`src/sv/assert_macros.svh`:
```
// Assertion macros shared by the trend pattern counter modules.
`ifndef ASSERT_MACROS_SVH
`define ASSERT_MACROS_SVH

`ifndef NO_ASSERTIONS

// Plain property, sampled on clk and switched off while in reset.
`define TKMP_ASSERT(label, prop, msg) \
    label: assert property (@(posedge clk) disable iff (!rst_n) prop) \
        else $error(msg);

// Implication checked in the same cycle.
`define TKMP_ASSERT_IMP(label, ante, cons, msg) \
    label: assert property (@(posedge clk) disable iff (!rst_n) (ante) |-> (cons)) \
        else $error(msg);

`else

`define TKMP_ASSERT(label, prop, msg)
`define TKMP_ASSERT_IMP(label, ante, cons, msg)

`endif

`endif

```
`src/sv/tkmp_pkg.sv`:
```
// Package with constants, types and helpers of the trend pattern counter.
package tkmp_pkg;

    // Sizing of the pattern and of the sample comparison.
    localparam int PAT_MAX      = 16;
    localparam int VALUE_BITS   = 32;
    localparam int SYMS_LIMIT   = (PAT_MAX < 16) ? PAT_MAX : 16;
    localparam int TBL_DEPTH    = 16;
    localparam int TBL_IDX_BITS = 4;
    localparam int LEN_BITS     = 5;
    localparam int SAMPLE_BITS  = 32;
    localparam int TOTAL_BITS   = 32;
    localparam int CODES_BITS   = 32;
    localparam int CFG_IDX_BITS = 2;
    localparam int CFG_DATA_BITS = 32;

    // Configuration register indexes.
    localparam logic [CFG_IDX_BITS-1:0] REG_PATTERN_CODES = 2'd0;
    localparam logic [CFG_IDX_BITS-1:0] REG_PATTERN_LEN   = 2'd1;

    // Trend symbol codes.
    localparam logic [1:0] SYM_DOWN  = 2'd0;
    localparam logic [1:0] SYM_EQUAL = 2'd1;
    localparam logic [1:0] SYM_UP    = 2'd2;

    typedef enum logic [1:0] {
        ST_IDLE,
        ST_BUILD,
        ST_WALK
    } tkmp_state_t;

    // Commands from the controller to the datapath.
    typedef struct packed {
        logic load_cfg;
        logic build_step;
        logic accept_item;
        logic walk_step;
    } tkmp_cmd_t;

    // Status from the datapath to the controller.
    typedef struct packed {
        logic build_done;
        logic walk_last;
        logic slot_free;
    } tkmp_status_t;

    // Pattern length in use: zero counts as one, large values saturate.
    function automatic logic [LEN_BITS-1:0] eff_len(input logic [LEN_BITS-1:0] len);
        logic [LEN_BITS-1:0] n;
        begin
            n = len;
            if (n == '0)
            begin
                n = LEN_BITS'(1);
            end
            if (n > LEN_BITS'(SYMS_LIMIT))
            begin
                n = LEN_BITS'(SYMS_LIMIT);
            end
            return n;
        end
    endfunction

    // Symbol i of the packed pattern.
    function automatic logic [1:0] sym_at(input logic [CODES_BITS-1:0] codes,
                                          input logic [TBL_IDX_BITS-1:0] i);
        begin
            return codes[{i, 1'b0} +: 2];
        end
    endfunction

endpackage

```
`src/sv/tkmp_sample_if.sv`:
```
// Input channel carrying one sample transaction.
interface tkmp_sample_if;
    import tkmp_pkg::*;

    logic                   valid;
    logic                   ready;
    logic [SAMPLE_BITS-1:0] sample_value;
    logic                   start_of_sequence;

    modport source (output valid, output sample_value, output start_of_sequence,
                    input ready);
    modport sink   (input valid, input sample_value, input start_of_sequence,
                    output ready);
endinterface

```
`src/sv/tkmp_result_if.sv`:
```
// Output channel carrying one result transaction.
interface tkmp_result_if;
    import tkmp_pkg::*;

    logic                  valid;
    logic                  ready;
    logic                  match_here;
    logic [TOTAL_BITS-1:0] match_total;

    modport source (output valid, output match_here, output match_total, input ready);
    modport sink   (input valid, input match_here, input match_total, output ready);
endinterface

```
`src/sv/tkmp_cfg_if.sv`:
```
// Configuration write channel.
interface tkmp_cfg_if;
    import tkmp_pkg::*;

    logic                     valid;
    logic                     ready;
    logic [CFG_IDX_BITS-1:0]  index;
    logic [CFG_DATA_BITS-1:0] data;

    modport source (output valid, output index, output data, input ready);
    modport sink   (input valid, input index, input data, output ready);
endinterface

```
`src/sv/trend_pattern_kmp_counter_core.sv`:
```
// Top level of the trend pattern counter: channels, controller and datapath.
// An accepted item follows one failure link per walk step, and its result is registered
// when the output register is free; no new item is taken before that. A write to the pattern
// codes or length clears and rebuilds the prefix table; nothing is taken during the rebuild.
// A finished result waits in the output register while the next item is accepted.
// Reset (rst_n, asynchronous, active low) gives pattern 0, length 1, zero total, no previous.
`include "assert_macros.svh"

module trend_pattern_kmp_counter_core
    import tkmp_pkg::*;
(
    input  logic          clk,
    input  logic          rst_n,
    tkmp_sample_if.sink   sample,
    tkmp_result_if.source result,
    tkmp_cfg_if.sink      cfg
);

    tkmp_cmd_t    cmd;
    tkmp_status_t status;

    tkmp_ctrl u_ctrl (
        .clk       (clk),
        .rst_n     (rst_n),
        .cfg_valid (cfg.valid),
        .cfg_index (cfg.index),
        .cfg_ready (cfg.ready),
        .in_valid  (sample.valid),
        .in_ready  (sample.ready),
        .status    (status),
        .cmd       (cmd)
    );

    tkmp_datapath u_datapath (
        .clk               (clk),
        .rst_n             (rst_n),
        .cmd               (cmd),
        .status            (status),
        .cfg_index         (cfg.index),
        .cfg_data          (cfg.data),
        .sample_value      (sample.sample_value),
        .start_of_sequence (sample.start_of_sequence),
        .out_valid         (result.valid),
        .out_ready         (result.ready),
        .match_here        (result.match_here),
        .match_total       (result.match_total)
    );

    `TKMP_ASSERT_IMP(a_accept_cmd, sample.valid && sample.ready, cmd.accept_item, "lost accept")

endmodule

```
`src/sv/tkmp_datapath.sv`:
```
// Datapath: pattern registers, prefix table, trend symbol and match walk.
`include "assert_macros.svh"

module tkmp_datapath
    import tkmp_pkg::*;
(
    input  logic                     clk,
    input  logic                     rst_n,
    input  tkmp_cmd_t                cmd,
    output tkmp_status_t             status,
    input  logic [CFG_IDX_BITS-1:0]  cfg_index,
    input  logic [CFG_DATA_BITS-1:0] cfg_data,
    input  logic [SAMPLE_BITS-1:0]   sample_value,
    input  logic                     start_of_sequence,
    output logic                     out_valid,
    input  logic                     out_ready,
    output logic                     match_here,
    output logic [TOTAL_BITS-1:0]    match_total
);

    logic [CODES_BITS-1:0]  pattern_codes_reg;
    logic [LEN_BITS-1:0]    pattern_len_reg;
    logic [VALUE_BITS-1:0]  prev_reg;
    logic                   have_prev_reg;
    logic [LEN_BITS-1:0]    matched_reg;
    logic [LEN_BITS-1:0]    prefix_reg [TBL_DEPTH];
    logic [TOTAL_BITS-1:0]  total_reg;
    logic [1:0]             sym_reg;
    logic                   no_trend_reg;
    logic [LEN_BITS-1:0]    k_reg;
    logic [LEN_BITS-1:0]    build_i_reg;
    logic [LEN_BITS-1:0]    build_k_reg;
    logic                   out_valid_reg;
    logic                   out_hit_reg;
    logic [TOTAL_BITS-1:0]  out_total_reg;

    logic [LEN_BITS-1:0]    len_eff;
    logic [VALUE_BITS-1:0]  cur_value;
    logic [1:0]             trend;
    logic                   have_eff;
    logic [LEN_BITS-1:0]    k_start;
    logic [1:0]             walk_sym;
    logic                   walk_mismatch;
    logic [LEN_BITS-1:0]    walk_next;
    logic                   walk_hit;
    logic [LEN_BITS-1:0]    walk_fail;
    logic [LEN_BITS-1:0]    walk_final_k;
    logic [TOTAL_BITS-1:0]  total_inc;
    logic [1:0]             build_sym_i;
    logic [1:0]             build_sym_k;
    logic                   build_mismatch;
    logic [LEN_BITS-1:0]    build_next;
    logic [LEN_BITS-1:0]    build_fail;
    logic [LEN_BITS-1:0]    end_link;

    // Trend symbol from the signed comparison with the previous sample, and the walk start.
    always_comb
    begin
        len_eff   = eff_len(pattern_len_reg);
        cur_value = sample_value[VALUE_BITS-1:0];
        if ($signed(cur_value) > $signed(prev_reg))
        begin
            trend = SYM_UP;
        end
        else if ($signed(cur_value) < $signed(prev_reg))
        begin
            trend = SYM_DOWN;
        end
        else
        begin
            trend = SYM_EQUAL;
        end
        have_eff = have_prev_reg && !start_of_sequence;
        if (start_of_sequence || (matched_reg >= len_eff))
        begin
            k_start = '0;
        end
        else
        begin
            k_start = matched_reg;
        end
    end

    // One step of the failure-link walk for the current symbol.
    always_comb
    begin
        walk_sym      = sym_at(pattern_codes_reg, k_reg[TBL_IDX_BITS-1:0]);
        walk_mismatch = (k_reg != '0) && (walk_sym != sym_reg);
        walk_fail     = prefix_reg[TBL_IDX_BITS'(k_reg - LEN_BITS'(1))];
        walk_next     = k_reg + LEN_BITS'(walk_sym == sym_reg);
        walk_hit      = !no_trend_reg && (walk_next >= len_eff);
        end_link      = prefix_reg[TBL_IDX_BITS'(len_eff - LEN_BITS'(1))];
        walk_final_k  = walk_hit ? end_link : walk_next;
        if (walk_hit && (total_reg != '1))
        begin
            total_inc = total_reg + TOTAL_BITS'(1);
        end
        else
        begin
            total_inc = total_reg;
        end
    end

    // One step of the prefix table construction.
    always_comb
    begin
        build_sym_i    = sym_at(pattern_codes_reg, build_i_reg[TBL_IDX_BITS-1:0]);
        build_sym_k    = sym_at(pattern_codes_reg, build_k_reg[TBL_IDX_BITS-1:0]);
        build_mismatch = (build_k_reg != '0) && (build_sym_k != build_sym_i);
        build_fail     = prefix_reg[TBL_IDX_BITS'(build_k_reg - LEN_BITS'(1))];
        build_next     = build_k_reg + LEN_BITS'(build_sym_k == build_sym_i);
    end

    assign status.build_done = (build_i_reg >= len_eff);
    assign status.walk_last  = no_trend_reg || !walk_mismatch;
    assign status.slot_free  = !out_valid_reg || out_ready;

    // Sequence state, pattern registers and prefix table.
    always_ff @(posedge clk or negedge rst_n)
    begin
        if (!rst_n)
        begin
            pattern_codes_reg <= '0;
            pattern_len_reg   <= LEN_BITS'(1);
            prev_reg          <= '0;
            have_prev_reg     <= 1'b0;
            matched_reg       <= '0;
            total_reg         <= '0;
            build_i_reg       <= LEN_BITS'(1);
            build_k_reg       <= '0;
            for (int i = 0; i < TBL_DEPTH; i++)
            begin
                prefix_reg[i] <= '0;
            end
        end
        else
        begin
            if (cmd.load_cfg)
            begin
                if (cfg_index == REG_PATTERN_CODES)
                begin
                    pattern_codes_reg <= cfg_data[CODES_BITS-1:0];
                end
                if (cfg_index == REG_PATTERN_LEN)
                begin
                    pattern_len_reg <= cfg_data[LEN_BITS-1:0];
                end
                for (int i = 0; i < TBL_DEPTH; i++)
                begin
                    prefix_reg[i] <= '0;
                end
                build_i_reg <= LEN_BITS'(1);
                build_k_reg <= '0;
                matched_reg <= '0;
            end
            if (cmd.build_step)
            begin
                if (build_mismatch)
                begin
                    build_k_reg <= build_fail;
                end
                else
                begin
                    prefix_reg[build_i_reg[TBL_IDX_BITS-1:0]] <= build_next;
                    build_k_reg <= build_next;
                    build_i_reg <= build_i_reg + LEN_BITS'(1);
                end
            end
            if (cmd.accept_item)
            begin
                prev_reg      <= cur_value;
                have_prev_reg <= 1'b1;
                if (start_of_sequence)
                begin
                    matched_reg <= '0;
                    total_reg   <= '0;
                end
            end
            if (cmd.walk_step && !no_trend_reg && !walk_mismatch)
            begin
                matched_reg <= walk_final_k;
                total_reg   <= total_inc;
            end
        end
    end

    // Item working registers; no reset needed.
    always_ff @(posedge clk)
    begin
        if (cmd.accept_item)
        begin
            sym_reg      <= trend;
            no_trend_reg <= !have_eff;
            k_reg        <= k_start;
        end
        else if (cmd.walk_step && walk_mismatch)
        begin
            k_reg <= walk_fail;
        end
    end

    // Output register: loaded by the last walk step, freed when taken.
    always_ff @(posedge clk or negedge rst_n)
    begin
        if (!rst_n)
        begin
            out_valid_reg <= 1'b0;
        end
        else if (cmd.walk_step && status.walk_last)
        begin
            out_valid_reg <= 1'b1;
        end
        else if (out_ready)
        begin
            out_valid_reg <= 1'b0;
        end
    end

    always_ff @(posedge clk)
    begin
        if (cmd.walk_step && status.walk_last)
        begin
            out_hit_reg   <= walk_hit;
            out_total_reg <= no_trend_reg ? total_reg : total_inc;
        end
    end

    assign out_valid   = out_valid_reg;
    assign match_here  = out_hit_reg;
    assign match_total = out_total_reg;

    `TKMP_ASSERT(a_matched_below_len, matched_reg < len_eff, "match length reached pattern length")
    `TKMP_ASSERT_IMP(a_hit_counted, out_valid_reg && out_hit_reg, out_total_reg != '0, "match reported with zero total")
    `TKMP_ASSERT_IMP(a_build_in_range, cmd.build_step, build_i_reg < len_eff, "prefix build stepped past pattern end")

endmodule

```
`src/sv/tkmp_ctrl.sv`:
```
// Controller: state machine for configuration, prefix build and match walk.
`include "assert_macros.svh"

module tkmp_ctrl
    import tkmp_pkg::*;
(
    input  logic                    clk,
    input  logic                    rst_n,
    input  logic                    cfg_valid,
    input  logic [CFG_IDX_BITS-1:0] cfg_index,
    output logic                    cfg_ready,
    input  logic                    in_valid,
    output logic                    in_ready,
    input  tkmp_status_t            status,
    output tkmp_cmd_t               cmd
);

    tkmp_state_t state_reg;
    tkmp_state_t state_next;
    logic        cfg_known;

    assign cfg_known = (cfg_index == REG_PATTERN_CODES) || (cfg_index == REG_PATTERN_LEN);

    // State register.
    always_ff @(posedge clk or negedge rst_n)
    begin
        if (!rst_n)
        begin
            state_reg <= ST_IDLE;
        end
        else
        begin
            state_reg <= state_next;
        end
    end

    // Next state and commands.
    always_comb
    begin
        state_next = state_reg;
        cmd        = '0;
        cfg_ready  = 1'b0;
        in_ready   = 1'b0;
        case (state_reg)
            ST_IDLE:
            begin
                cfg_ready = 1'b1;
                in_ready  = !cfg_valid;
                if (cfg_valid)
                begin
                    if (cfg_known)
                    begin
                        cmd.load_cfg = 1'b1;
                        state_next   = ST_BUILD;
                    end
                end
                else if (in_valid)
                begin
                    cmd.accept_item = 1'b1;
                    state_next      = ST_WALK;
                end
            end
            ST_BUILD:
            begin
                if (status.build_done)
                begin
                    state_next = ST_IDLE;
                end
                else
                begin
                    cmd.build_step = 1'b1;
                end
            end
            ST_WALK:
            begin
                cmd.walk_step = !status.walk_last || status.slot_free;
                if (status.walk_last && status.slot_free)
                begin
                    state_next = ST_IDLE;
                end
            end
            default:
            begin
                state_next = ST_IDLE;
            end
        endcase
    end

    `TKMP_ASSERT(a_one_command, $onehot0(cmd), "more than one datapath command")
    `TKMP_ASSERT_IMP(a_no_item_in_build, state_reg == ST_BUILD, !in_ready && !cfg_ready, "handshake open during prefix build")
    `TKMP_ASSERT_IMP(a_walk_leaves_on_emit, cmd.walk_step && status.walk_last, state_next == ST_IDLE, "walk did not end on result")

endmodule

```
`src/flat_wrapper.sv`:
```
// flat-port wrapper written by rule: the top's interface ports become plain ports
module trend_pattern_kmp_counter_core_flat import tkmp_pkg::*;
  (clk, rst_n, sample_valid, sample_sample_value, sample_start_of_sequence, sample_ready, result_valid, result_match_here, result_match_total, result_ready, cfg_valid, cfg_index, cfg_data, cfg_ready);
  tkmp_sample_if sample_i ();
  tkmp_result_if result_i ();
  tkmp_cfg_if cfg_i ();
  input  logic clk;
  input  logic rst_n;
  input wire logic [$bits(sample_i.valid)-1:0] sample_valid;
  input wire logic [$bits(sample_i.sample_value)-1:0] sample_sample_value;
  input wire logic [$bits(sample_i.start_of_sequence)-1:0] sample_start_of_sequence;
  output wire logic [$bits(sample_i.ready)-1:0] sample_ready;
  output wire logic [$bits(result_i.valid)-1:0] result_valid;
  output wire logic [$bits(result_i.match_here)-1:0] result_match_here;
  output wire logic [$bits(result_i.match_total)-1:0] result_match_total;
  input wire logic [$bits(result_i.ready)-1:0] result_ready;
  input wire logic [$bits(cfg_i.valid)-1:0] cfg_valid;
  input wire logic [$bits(cfg_i.index)-1:0] cfg_index;
  input wire logic [$bits(cfg_i.data)-1:0] cfg_data;
  output wire logic [$bits(cfg_i.ready)-1:0] cfg_ready;
  assign sample_i.valid = sample_valid;
  assign sample_i.sample_value = sample_sample_value;
  assign sample_i.start_of_sequence = sample_start_of_sequence;
  assign sample_ready = sample_i.ready;
  assign result_valid = result_i.valid;
  assign result_match_here = result_i.match_here;
  assign result_match_total = result_i.match_total;
  assign result_i.ready = result_ready;
  assign cfg_i.valid = cfg_valid;
  assign cfg_i.index = cfg_index;
  assign cfg_i.data = cfg_data;
  assign cfg_ready = cfg_i.ready;
  trend_pattern_kmp_counter_core u_core (.clk(clk), .rst_n(rst_n), .sample(sample_i), .result(result_i), .cfg(cfg_i));
endmodule
```
`config.mk`:
```
export PLATFORM = sky130hd
export DESIGN_NAME = trend_pattern_kmp_counter_core_flat
export DESIGN_NICKNAME = d
export VERILOG_FILES = /design/src/sv/tkmp_pkg.sv /design/src/sv/tkmp_sample_if.sv /design/src/sv/tkmp_result_if.sv /design/src/sv/tkmp_cfg_if.sv /design/src/sv/trend_pattern_kmp_counter_core.sv /design/src/sv/tkmp_datapath.sv /design/src/sv/tkmp_ctrl.sv /design/src/flat_wrapper.sv
export VERILOG_INCLUDE_DIRS = /design/src /design/src/sv
export SDC_FILE = /design/constraint.sdc
export NUM_CORES = 1
export LEC_CHECK = 0
export ABC_AREA = 1
export BUFFER_PORTS_ARGS = -buffer_cell sky130_fd_sc_hd__buf_4
export CORE_UTILIZATION = 50
export CTS_BUF_LIST = sky130_fd_sc_hd__clkbuf_2 sky130_fd_sc_hd__clkbuf_4 sky130_fd_sc_hd__clkbuf_8
export CTS_CLUSTER_SIZE = 16
export DETAILED_ROUTE_END_ITERATION = 7
export GPL_TIMING_DRIVEN = 0
export PLACE_DENSITY = 0.68
export SKIP_CTS_REPAIR_TIMING = 1
export SLEW_MARGIN = 20
export SYNTH_ARGS = -nofsm -noshare
export SYNTH_HDL_FRONTEND = slang
export SYNTH_HIERARCHICAL = 1
export SYNTH_SLANG_ARGS = --single-unit
```
`constraint.sdc`:
```
create_clock -name clk -period 9.2 [get_ports clk]
set_clock_uncertainty 0.05 [all_clocks]
set_input_delay 0.46 -clock clk [delete_from_list [all_inputs] [get_ports clk]]
set_output_delay 0.46 -clock clk [all_outputs]
set_load 0.01 [all_outputs]
```
==> reports/qor.csv, run 1 <==
metric,value,unit
layout_min_cycle_time,4.92,ns
ys_ff_latch,241,
dr_wl_met3,5010,um
cts_root_buf,clkbuf_8,
r2r-end,u_core/u_datapath/prefix_reg[13]$_DFF_PN0_,
finalSetupViolCount,0,
slowest_delay,0.75,ns
cts_sinks,241,
p_leak,9.21,nW
slew_headroom,22.9,%
clock_path_buffers,3,
yosys.area.top_type,dfrtp_1,
place.gp.congestion,1.03,
dr.max_layer_used,met4,
hp-class,in2reg,
vias_per_cell,5.71,
synthSimpleGateAreaFrac,31.8,%
path_cells,nor2_1 > nand2_1 > nand2_1 > nand2_1 > clkinv_1 > clkbuf_1 > ha_1 > inv_1 > nand2_1 > a21oi_1 > o21bai_1 > a21oi_1 > o21bai_1 > nand3b_1 > inv_1 > clkbuf_1 > clkbuf_1 > nand3_1 > nand2_1 > nand2_1,
ios,108,
portBuffers,107,
nets,2624,
syn-instance-count,2334,
synth_xor_area_share,2.34,%
p_per_area,369,mW/mm^2
dp_hpwl,45200,um
multiInputGateArea,0.00832,mm^2
critPathLaunch,u_core/u_datapath/pattern_len_reg[1]$_DFFE_PN0P_,
wirelength,60200,um
placed_area,0.0175,mm^2
critPathMostFrequentCell,nand2_1,
critPathTopFamily,buffers and inverters,
wl_met1,24800,um
hold_depth,2,
cp-start-kind,register,
crit_path_max_fanout,12,
synth_cell_types,39,
ys_seq_area_share,38.7,%
endpoint_kind,register,
drv_cap,0,
clock_latency,0.62,ns
arrival,5.35,ns
cts.htree.levels,2,
drt_iter0_drc,1834,
synth_top_family_by_area,simple AND/OR/NAND/NOR gates,
grt_usage,36.8,%
hold_start,cfg_data[12],
nFillCells,3056,
coreArea,0.0316,mm^2
synth_compound_area_share,12.5,%
avgSynthCellArea,6.90,um^2
netlist.area_leader.share,30.8,%
grt_max_degree,94,
syn_area,0.0161,mm^2
drv_slew,0,
period_share,53.4,%
status,completed,
worst-slew-pin-transition,1.15,ns
hold_viol,0,
grt_antenna_before_repair,0,
hold_end,u_core/u_datapath/pattern_codes_reg[12]$_DFFE_PN0P_,
r2r-start,u_core/u_datapath/pattern_len_reg[1]$_DFFE_PN0P_,
ant_nets,0,
tns,0,ns
drive_gt1_share,9.87,%
peakVddDrop,0.000233,V
placedCellCount,2846,
fin_ws,4.28,ns
initial_core_util,50.9,%
largest_reg_flops,80,
die_w,181,um
cp_slowest_cell,clkbuf_1,
wl_per_cell,20.6,um
dieArea,0.0329,mm^2
firstDrtPassIters,7,
ys_warn_count,6,
max_freq,203,MHz
vias,16700,
synthAdderAreaFrac,4.74,%
ys_top_cells_by_area,"dfrtp_1 31%, nand2_1 16%, edfxtp_1 7.6%",
cts_tree,done,
drc_errors,0,
dr_wl_met2,27500,um
overflow,0,
numCtsBuffers,44,
criticalPathCategory,reg2reg,
first_global_vias,16000,
fin_cells,2925,
r2r_cells,20,
ff2ff_setup_slack,4.28,ns
synth_nets,2467,
finalInstanceArea,0.0185,mm^2
register_area,0.00624,mm^2
required,9.64,ns
diodes,0,
clk_pin_slew_worst_paths,0.06,ns
critical_path_buf_inv_count,6,
muxShareOfSynthArea,0.210,%
die_h,181,um
num_rows,65,
dp_slack,4.46,ns
syn_to_final_growth,14.7,%
rsz0062_at_grt,no,
grt_pass1_wl,92300,um
==> worst max path at each step <==
stage / depth (start not counted) / to / slack [ns]
floorplan: 25 / u_core/u_datapath/match_total[29]$_DFFE_PP_ / 5.59
global placement: 24 / u_core/u_datapath/prefix_reg[62]$_DFF_PN0_ / 4.45
detailed placement: 20 / u_core/u_datapath/prefix_reg[13]$_DFF_PN0_ / 4.46
CTS: 20 / u_core/u_datapath/prefix_reg[13]$_DFF_PN0_ / 4.41
global route: 20 / u_core/u_datapath/prefix_reg[10]$_DFF_PN0_ / 3.94
finish: 20 / u_core/u_datapath/prefix_reg[13]$_DFF_PN0_ / 4.28
==> cell families after synthesis <==
family,after synthesis
buffers and inverters,383
adders and majority gates,61
and+or+nand+nor,1224
DFF,241
muxes,3
AOI/OAI and AO/OA,379
xor gates and xnor gates,43
==> report_power, final <==
group          switching [mW]  internal [mW]  total (mW)  leakage (nW)
Combinational            2.92           1.18        4.10          5.71
Sequential              0.191           1.37        1.57          3.00
Clock                   0.482          0.671        1.15         0.505
==> layout make-up <==
type | instances | area share [%]
Buffer | 122 | 3.14
Inverter | 261 | 5.30
Sequential cell | 241 | 33.8
Multi-Input combinational cell | 1710 | 45.0
Tap cell | 402 | 2.72
Clock buffer | 59 | 4.06
Timing Repair Buffer | 111 | 4.80
Clock inverter | 19 | 1.21
==> per-stage QoR <==
step | utilization (%) | power [mW] | hold WS [ns]
after floorplan | - | 4.10 | 0.114
after global placement | 55.0 | 5.43 | 0.381
after detailed placement | 55.3 | 5.51 | 0.255
after CTS | 58.4 | 6.69 | -0.402
after global routing | 58.4 | 7.23 | 0.0144
final | 58.4 | 6.82 | 0.0296
==> worst register-to-register path, cell delays in order (launching register included) <==
cell,delay (ns)
dfrtp_1,0.43
nor2_1,0.16
nand2_1,0.08
nand2_1,0.06
nand2_1,0.12
clkinv_1,0.22
clkbuf_1,0.66
ha_1,0.37
inv_1,0.05
nand2_1,0.04
a21oi_1,0.12
o21bai_1,0.07
a21oi_1,0.12
o21bai_1,0.07
nand3b_1,0.17
inv_1,0.13
clkbuf_1,0.54
clkbuf_1,0.75
nand3_1,0.37
nand2_1,0.14
nand2_1,0.06
==> synthesized netlist by cell type <==
library cell / instances
nand2_1: 696
inv_1: 254
nand3_1: 234
dfrtp_1: 198
nor2_1: 196
o21ai_0: 191
a21oi_1: 146
clkbuf_1: 65
ha_1: 61
nand4_1: 59
edfxtp_1: 41
xor2_1: 28
buf_2: 25
nor3_1: 18
o211ai_1: 16
xnor2_1: 15
buf_1: 14
buf_4: 12
o221ai_1: 9
buf_6: 6
nor4_1: 6
a211oi_1: 5
nand2_2: 5
nand3b_1: 5
o21ai_1: 5
inv_2: 4
clkinv_1: 3
mux2_2: 3
a21boi_0: 2
dfstp_2: 2
o21bai_1: 2
a21boi_4: 1
a31o_2: 1
and2_1: 1
nor2_2: 1
nor2_4: 1
o21a_1: 1
or2_1: 1
or2_2: 1
==> placed cells by master (no fill, tap or decap), types with 14 or more instances in the layout <==
master / instances
nand2_1: 696
inv_1: 253
nand3_1: 234
dfrtp_1: 198
nor2_1: 196
o21ai_0: 191
a21oi_1: 146
buf_4: 118
clkbuf_1: 65
ha_1: 61
nand4_1: 59
clkbuf_8: 49
edfxtp_1: 41
xor2_1: 27
buf_2: 25
nor3_1: 18
o211ai_1: 16
xnor2_1: 15
buf_1: 14
==> per-layer routing <==
layer / track usage (%) / vias to the layer above
li1: - / 7925
met1: 48.2 / 7837
met3: 6.90 / 145
met4: 18.0 / 0
met2: 58.6 / 801
met5: 0 / -
Power figures use the tool's default switching activity.
==> inputs of run 2 (changes only) <==
==> constraint.sdc (replaced) <==
create_clock -name clk -period 5.1 [get_ports clk]
set_clock_uncertainty 0.05 [all_clocks]
set_input_delay 0.255 -clock clk [delete_from_list [all_inputs] [get_ports clk]]
set_output_delay 0.255 -clock clk [all_outputs]
set_load 0.01 [all_outputs]
==> run 2 against run 1 <==
  * Die area unchanged
  * Sequential cell count stayed put
  * Core utilization grew 2.1 points
  * Cell area grew 3.7%
  * Via count grew 2.1%
  * Critical path depth down 1
  * Sequential share of layout area down 1.2 points
  * Worst setup slack got worse by 3.9 ns
  * Combinational power is 82% higher
  * Worst hold slack worse by 0.030 ns
  * Power increased by 81%
  * Critical path type unchanged
==> reports/qor.csv, run 2 (synthesized netlist as in run 1, its figures left out) <==
metric,value,unit,change
placed_area,0.0175,mm^2,unchanged
p_leak,9.50,nW,+3.1%
nFillCells,2956,,-3.3%
peakVddDrop,0.000420,V,+80%
grt_antenna_before_repair,0,,unchanged
vias_per_cell,5.70,,-0.14%
p_int,5.86,mW,+81%
r2r_cells,19,,-5.0%
wl_per_cell,20.5,um,-0.26%
die_h,181,um,unchanged
slew_headroom,22.8,%,-0.10 points
clock_power_share,16.9,%,about the same
grt_usage,36.8,%,unchanged
diodes,0,,unchanged
path_cells,nor2_1 > nand2_1 > nand2_1 > nand2_1 > clkinv_1 > ha_1 > inv_1 > nand2_1 > a21oi_1 > o21bai_1 > a21oi_1 > o21bai_1 > nand3b_1 > inv_1 > clkbuf_1 > buf_1 > nand3_1 > nand2_1 > nand2_1,,
critical_path_buf_inv_count,5,,-1
clock_latency,0.62,ns,about the same
critPathTopFamily,buffers and inverters,,
slowest_delay,0.63,ns,-0.12 ns
swShare,52.6,%,-0.057 points
nets,2691,,+2.6%
final_cell_mix,"696 x nand2_1, 253 x inv_1, 234 x nand3_1",,
clk_pin_slew_worst_paths,0.06,ns,about the same
firstDrtPassIters,6,,-1
first_global_vias,16000,,unchanged
rsz0062_at_grt,no,,
drv_cap,0,,unchanged
drc_errors,0,,unchanged
r2r-start,u_core/u_datapath/pattern_len_reg[1]$_DFFE_PN0P_,,
worst-slew-pin-transition,1.15,ns,+0.00151 ns
ant_nets,0,,unchanged
p_per_area,646,mW/mm^2,+75%
arrival,5.16,ns,-0.19 ns
ff2ff_setup_slack,0.39,ns,-3.90 ns
final_common_cell,nand2_1,,
seq_power_share,22.8,%,about the same
dp_hpwl,45200,um,unchanged
die_w,181,um,unchanged
wl_met1,24800,um,about the same
drt_iter0_drc,1751,,-4.5%
hold_viol,0,,unchanged
cp_slowest_cell,clkinv_1,,
critPathMostFrequentCell,nand2_1,,
tns,0,ns,unchanged
p_switching,6.51,mW,+81%
clock_path_buffers,3,,unchanged
syn_to_final_growth,18.9,%,
finalSetupViolCount,0,,unchanged
p_comb_share,60.3,%,about the same
cts_sinks,241,,unchanged
dieArea,0.0329,mm^2,unchanged
vias,17100,,+2.1%
r2r-end,u_core/u_datapath/prefix_reg[1]$_DFF_PN0_,,
required,5.55,ns,-4.09 ns
grt_pass1_wl,92300,um,unchanged
portBuffers,107,,unchanged
hp-class,in2async,,
coreArea,0.0316,mm^2,unchanged
dr_wl_met3,5370,um,+7.2%
wirelength,61400,um,+2.0%
largest_reg_flops,80,,unchanged
criticalPathCategory,reg2reg,,
max_freq,212,MHz,+4.3%
cp-start-kind,register,,
dr_wl_met2,28200,um,+2.4%
overflow,0,,unchanged
cts.htree.levels,2,,unchanged
layout_min_cycle_time,4.71,ns,-0.201 ns
drive_gt1_share,9.65,%,-0.22 points
initial_core_util,50.9,%,unchanged
dr.max_layer_used,met4,,
status,completed,,
grt_max_degree,94,,unchanged
numCtsBuffers,44,,unchanged
endpoint_kind,register,,
num_rows,65,,unchanged
crit_path_max_fanout,19,,+7
cts_tree,done,,
place.gp.congestion,1.03,,unchanged
finalInstanceArea,0.0192,mm^2,+3.7%
period_share,92.4,%,+39 points
drv_slew,0,,unchanged
ios,108,,unchanged
cts_root_buf,clkbuf_8,,
[run 2: changes by cell type in the layout (fill, tap and decap cells not counted)]
cell / previous run / this run
clkbuf_1: 65 / 63
clkbuf_2: 0 / 1
dlygate4sd3_1: 1 / 69
[run 2: area by class of cell]
cell class | count | area, um^2 | area share (%)
clock buffer | 59 | 749 | 3.91
tap | 402 | 503 | 2.63
clock inverter | 19 | 224 | 1.17
multi-input combinational | 1710 | 8320 | 43.4
timing repair buffer | 179 | 1570 | 8.18
sequential | 241 | 6240 | 32.6
inverter | 261 | 980 | 5.11
buffer | 121 | 577 | 3.01
[run 2: worst max-delay path by stage]
stage                                                startpoint                                     endpoint  slack (ns)  cells past startpoint
5_1_grt        u_core/u_datapath/pattern_len_reg[3]$_DFFE_PN0P_    u_core/u_datapath/prefix_reg[1]$_DFF_PN0_        0.05                     19
2_1_floorplan              u_core/u_datapath/k_reg[0]$_DFFE_PP_  u_core/u_datapath/match_total[29]$_DFFE_PP_        1.49                     25
6_report       u_core/u_datapath/pattern_len_reg[1]$_DFFE_PN0P_    u_core/u_datapath/prefix_reg[1]$_DFF_PN0_        0.39                     19
3_3_place_gp         u_core/u_datapath/build_i_reg[0]$_DFF_PN1_   u_core/u_datapath/prefix_reg[62]$_DFF_PN0_        0.35                     24
3_5_place_dp   u_core/u_datapath/pattern_len_reg[1]$_DFFE_PN0P_   u_core/u_datapath/prefix_reg[13]$_DFF_PN0_        0.36                     20
4_1_cts        u_core/u_datapath/pattern_len_reg[1]$_DFFE_PN0P_   u_core/u_datapath/prefix_reg[13]$_DFF_PN0_        0.31                     20
[run 2: per-layer routing]
| layer | vias to the layer above | GRT usage (%) |
|---|---|---|
| met5 | - | 0 |
| met4 | 0 | 18.0 |
| met3 | 167 | 6.90 |
| met2 | 881 | 58.6 |
| met1 | 7968 | 48.2 |
| li1 | 8050 | - |
[run 2: power groups by stage]
stage	logic, mW	clock network [mW]	registers [mW]
floorplan	4.67	0	2.74
global placement	6.97	0	2.83
detailed placement	7.10	0	2.84
CTS	7.14	2.12	2.81
global route	8.03	2.21	2.86
finish	7.46	2.09	2.83
[run 2: worst reg2reg max path: cells and delay by family (launching register included)]
family,cells,cell delay (ns)
adders and majority gates,1,0.57
AOI/OAI and AO/OA,4,0.38
and+or+nand+nor,9,1.16
DFF,1,0.41
buffers and inverters,5,2.00
[run 2: stage by stage]
stage / setup WS (ns) / util (%) / power [mW] / std cells / hold slack (ns)
after global routing: 0.0494 / 60.5 / 13.1 / 2992 / 0.0137
final: 0.385 / 60.5 / 12.4 / 2992 / 0.0000674
after global placement: 0.345 / 55.0 / 9.80 / 2843 / 0.381
after detailed placement: 0.358 / 55.3 / 9.94 / 2846 / 0.0499
after floorplan: 1.49 / - / 7.40 / 2334 / -0.0906
after CTS: 0.315 / 58.4 / 12.1 / 2924 / -0.607
==> inputs of run 3 (changes only) <==
--- a/config.mk
+++ b/config.mk
@@ -18,5 +18,4 @@
 export SLEW_MARGIN = 20
 export SYNTH_ARGS = -nofsm -noshare
 export SYNTH_HDL_FRONTEND = slang
-export SYNTH_HIERARCHICAL = 1
 export SYNTH_SLANG_ARGS = --single-unit
==> constraint.sdc (replaced) <==
create_clock -name clk -period 5.1 [get_ports clk]
set_clock_uncertainty 0.05 [all_clocks]
set_input_delay 0.255 -clock clk [delete_from_list [all_inputs] [get_ports clk]]
set_output_delay 0.255 -clock clk [all_outputs]
set_load 0.05 [all_outputs]
==> run 3 against run 2 <==
  * Via count shrank 0.25%
  * Critical path type unchanged
  * Routed wire length decreased by 2.7%
  * First-iteration DRC count up 2.0%
  * Synthesized cell count fell by 2.4%
  * Largest cell class unchanged
==> reports/qor.csv, run 3 <==
metric,value,unit,change
status,completed,,
drv_cap,0,,unchanged
endpoint_kind,register,,
cp-start-kind,register,,
final_common_cell,nand2_1,,
slew_headroom,29.4,%,+6.6 points
synthMostInstantiatedCell,nand2_1,,
dp_hpwl,43500,um,-3.8%
finalInstanceArea,0.0191,mm^2,-0.26%
crit_path_max_fanout,10,,-9
ant_nets,0,,unchanged
vias_per_cell,5.79,,+1.5%
required,5.38,ns,-0.17 ns
coreArea,0.0316,mm^2,-0.26%
syn-instance-count,2277,,-2.4%
clock_path_buffers,3,,unchanged
post-route-util,60.5,%,about the same
p_per_area,649,mW/mm^2,+0.52%
ys_ff_latch,241,,unchanged
syn_area,0.0160,mm^2,-0.47%
max_freq,217,MHz,+2.4%
grt_pass1_wl,89300,um,-3.2%
overflow,0,,unchanged
wl_per_cell,20.3,um,-1.0%
drt_iter0_drc,1786,,+2.0%
largest_reg_flops,80,,unchanged
peakVddDrop,0.000331,V,-21%
drv_slew,0,,unchanged
ys_top_cells_by_area,"dfrtp_1 31%, nand2_1 15%, edfxtp_1 7.7%",,
die_w,181,um,-0.23%
synthFlopType,dfrtp_1,,
wirelength,59800,um,-2.7%
ys_seq_area_share,38.9,%,+0.18 points
p_leak,9.15,nW,-3.7%
tns,0,ns,unchanged
initial_core_util,50.8,%,-0.11 points
cts_root_buf,clkbuf_8,,
firstDrtPassIters,6,,unchanged
synthTopCellsByCount,"633 x nand2_1, 236 x inv_1, 208 x nand3_1",,
ios,108,,unchanged
dieArea,0.0328,mm^2,-0.47%
hold_viol,0,,unchanged
grt_antenna_before_repair,0,,unchanged
portBuffers,107,,unchanged
clk_pin_slew_worst_paths,0.06,ns,about the same
nets,2636,,-2.0%
fin_ws,0.498,ns,+0.112 ns
diodes,0,,unchanged
vias,17000,,-0.25%
cts_tree,done,,
layout_min_cycle_time,4.60,ns,-0.112 ns
grt_max_degree,94,,unchanged
rsz0062_at_grt,no,,
clock_latency,0.63,ns,about the same
final_cell_mix,"633 x nand2_1, 236 x inv_1, 208 x nand3_1",,
synth_nets,2410,,-2.3%
synth-edff-count,41,,unchanged
place.gp.congestion,0.969,,-5.7%
fin_total_pwr,12.4,mW,+0.26%
worst-slew-pin-transition,1.06,ns,-0.0949 ns
syn_to_final_growth,19.2,%,
die_h,181,um,-0.23%
first_global_vias,15500,,-3.0%
avgSynthCellArea,7.04,um^2,+2.0%
cts_sinks,241,,unchanged
yosys.area.top_type,dfrtp_1,,
drc_errors,0,,unchanged
numCtsBuffers,45,,+2.3%
num_rows,65,,unchanged
synthArstFlopShare,83.0,%,unchanged
finalSetupViolCount,0,,unchanged
period_share,90.2,%,-2.2 points
grt_usage,35.6,%,-1.2 points
placed_area,0.0174,mm^2,-0.34%
synth_cell_types,48,,+23%
criticalPathCategory,reg2reg,,
netlist.area_leader.share,30.9,%,+0.15 points
drive_gt1_share,10.9,%,+1.3 points
dp_slack,0.495,ns,+0.137 ns
arrival,4.88,ns,-0.28 ns
ys_warn_count,0,,-6
cts.htree.levels,2,,unchanged
hp-class,in2reg,,
[run 3: cells by family after synthesis]
logic type / count (synthesis) / share of synthesized area (%)
AOI/OAI and AO/OA: 403 / 13.2
xor gates and xnor gates: 40 / 2.19
muxes: 2 / 0.140
buffers and inverters: 377 / 9.66
adders and majority gates: 61 / 4.76
DFF: 241 / 38.9
and+or+nand+nor: 1153 / 31.1
[run 3: routing by layer]
layer	vias to the layer above	share of wire [%]	global-route usage [%]	routed length [um]
li1	7974	-	-	-
met1	8110	43	48.7	25500
met2	777	44	54.5	26600
met3	162	7.7	6.65	4580
met4	0	5.2	17.0	3100
met5	-	0	0	0
[run 3: area by class of cell]
cell class / instances / area, um^2
plain buffers: 128 / 617
clock buffers: 71 / 902
multi-input cells: 1659 / 8260
well taps: 402 / 503
fillers: 2930 / 12500
flip-flops and latches: 241 / 6240
repair buffers: 179 / 1580
inverters: 249 / 935
clock inverters: 12 / 61.3
[run 3: critical path: stages, from the launching register on]
cell and delay [ns]:
edfxtp_1 0.55, inv_2 0.11, buf_2 0.29, nand2_1 0.09
nand3_1 0.07, nand3_1 0.08, nand3_1 0.12, nand3b_1 0.09
nand2_1 0.07, nand2_1 0.12, inv_1 0.11, ha_1 0.14
nand2_1 0.06, nor2_1 0.09, inv_1 0.07, nor2_1 0.15
xor2_1 0.22, inv_1 0.06, ha_1 0.31, nand2_1 0.08
inv_1 0.04, o21ai_0 0.07, nand4_1 0.13, and2_1 0.15
clkbuf_4 0.19, nand2_2 0.20, clkbuf_1 0.35, o21ai_0 0.22
[run 3: metrics by stage]
stage	hold WS, ns	instances
6_report	0.0435	2941
5_1_grt	0.0548	2941
4_1_cts	-0.620	2872
3_5_place_dp	0.0403	2789
3_3_place_gp	0.402	2786
2_1_floorplan	-0.0906	2277
[run 3: worst paths after layout]
| path | start | end | slack (ns) | depth (start not counted) |
|---|---|---|---|---|
| min reg2reg | u_core.u_datapath.have_prev_reg$_DFFE_PN0P_ | u_core.u_datapath.have_prev_reg$_DFFE_PN0P_ | 0.44 | 1 |
| min | cfg_index[0] | u_core.u_datapath.pattern_len_reg[0]$_DFFE_PN1P_ | 0.04 | 4 |
| max | u_core.u_datapath.k_reg[0]$_DFFE_PP_ | u_core.u_datapath.match_total[20]$_DFFE_PP_ | 0.50 | 27 |
| max reg2reg | u_core.u_datapath.k_reg[0]$_DFFE_PP_ | u_core.u_datapath.match_total[20]$_DFFE_PP_ | 0.50 | 27 |
| max in group asynchronous | rst_n | u_core.u_datapath.pattern_codes_reg[13]$_DFFE_PN0P_ | 3.74 | 3 |
| min in group asynchronous | rst_n | u_core.u_datapath.pattern_codes_reg[7]$_DFFE_PN0P_ | 0.22 | 3 |
[run 3: where the power goes]
| part | total (mW) | internal [mW] | switching [mW] |
|---|---|---|---|
| Sequential | 2.78 | 2.45 | 0.332 |
| Combinational | 7.59 | 2.20 | 5.39 |
| Clock | 2.03 | 1.12 | 0.904 |
| Total | 12.4 | 5.77 | 6.63 |
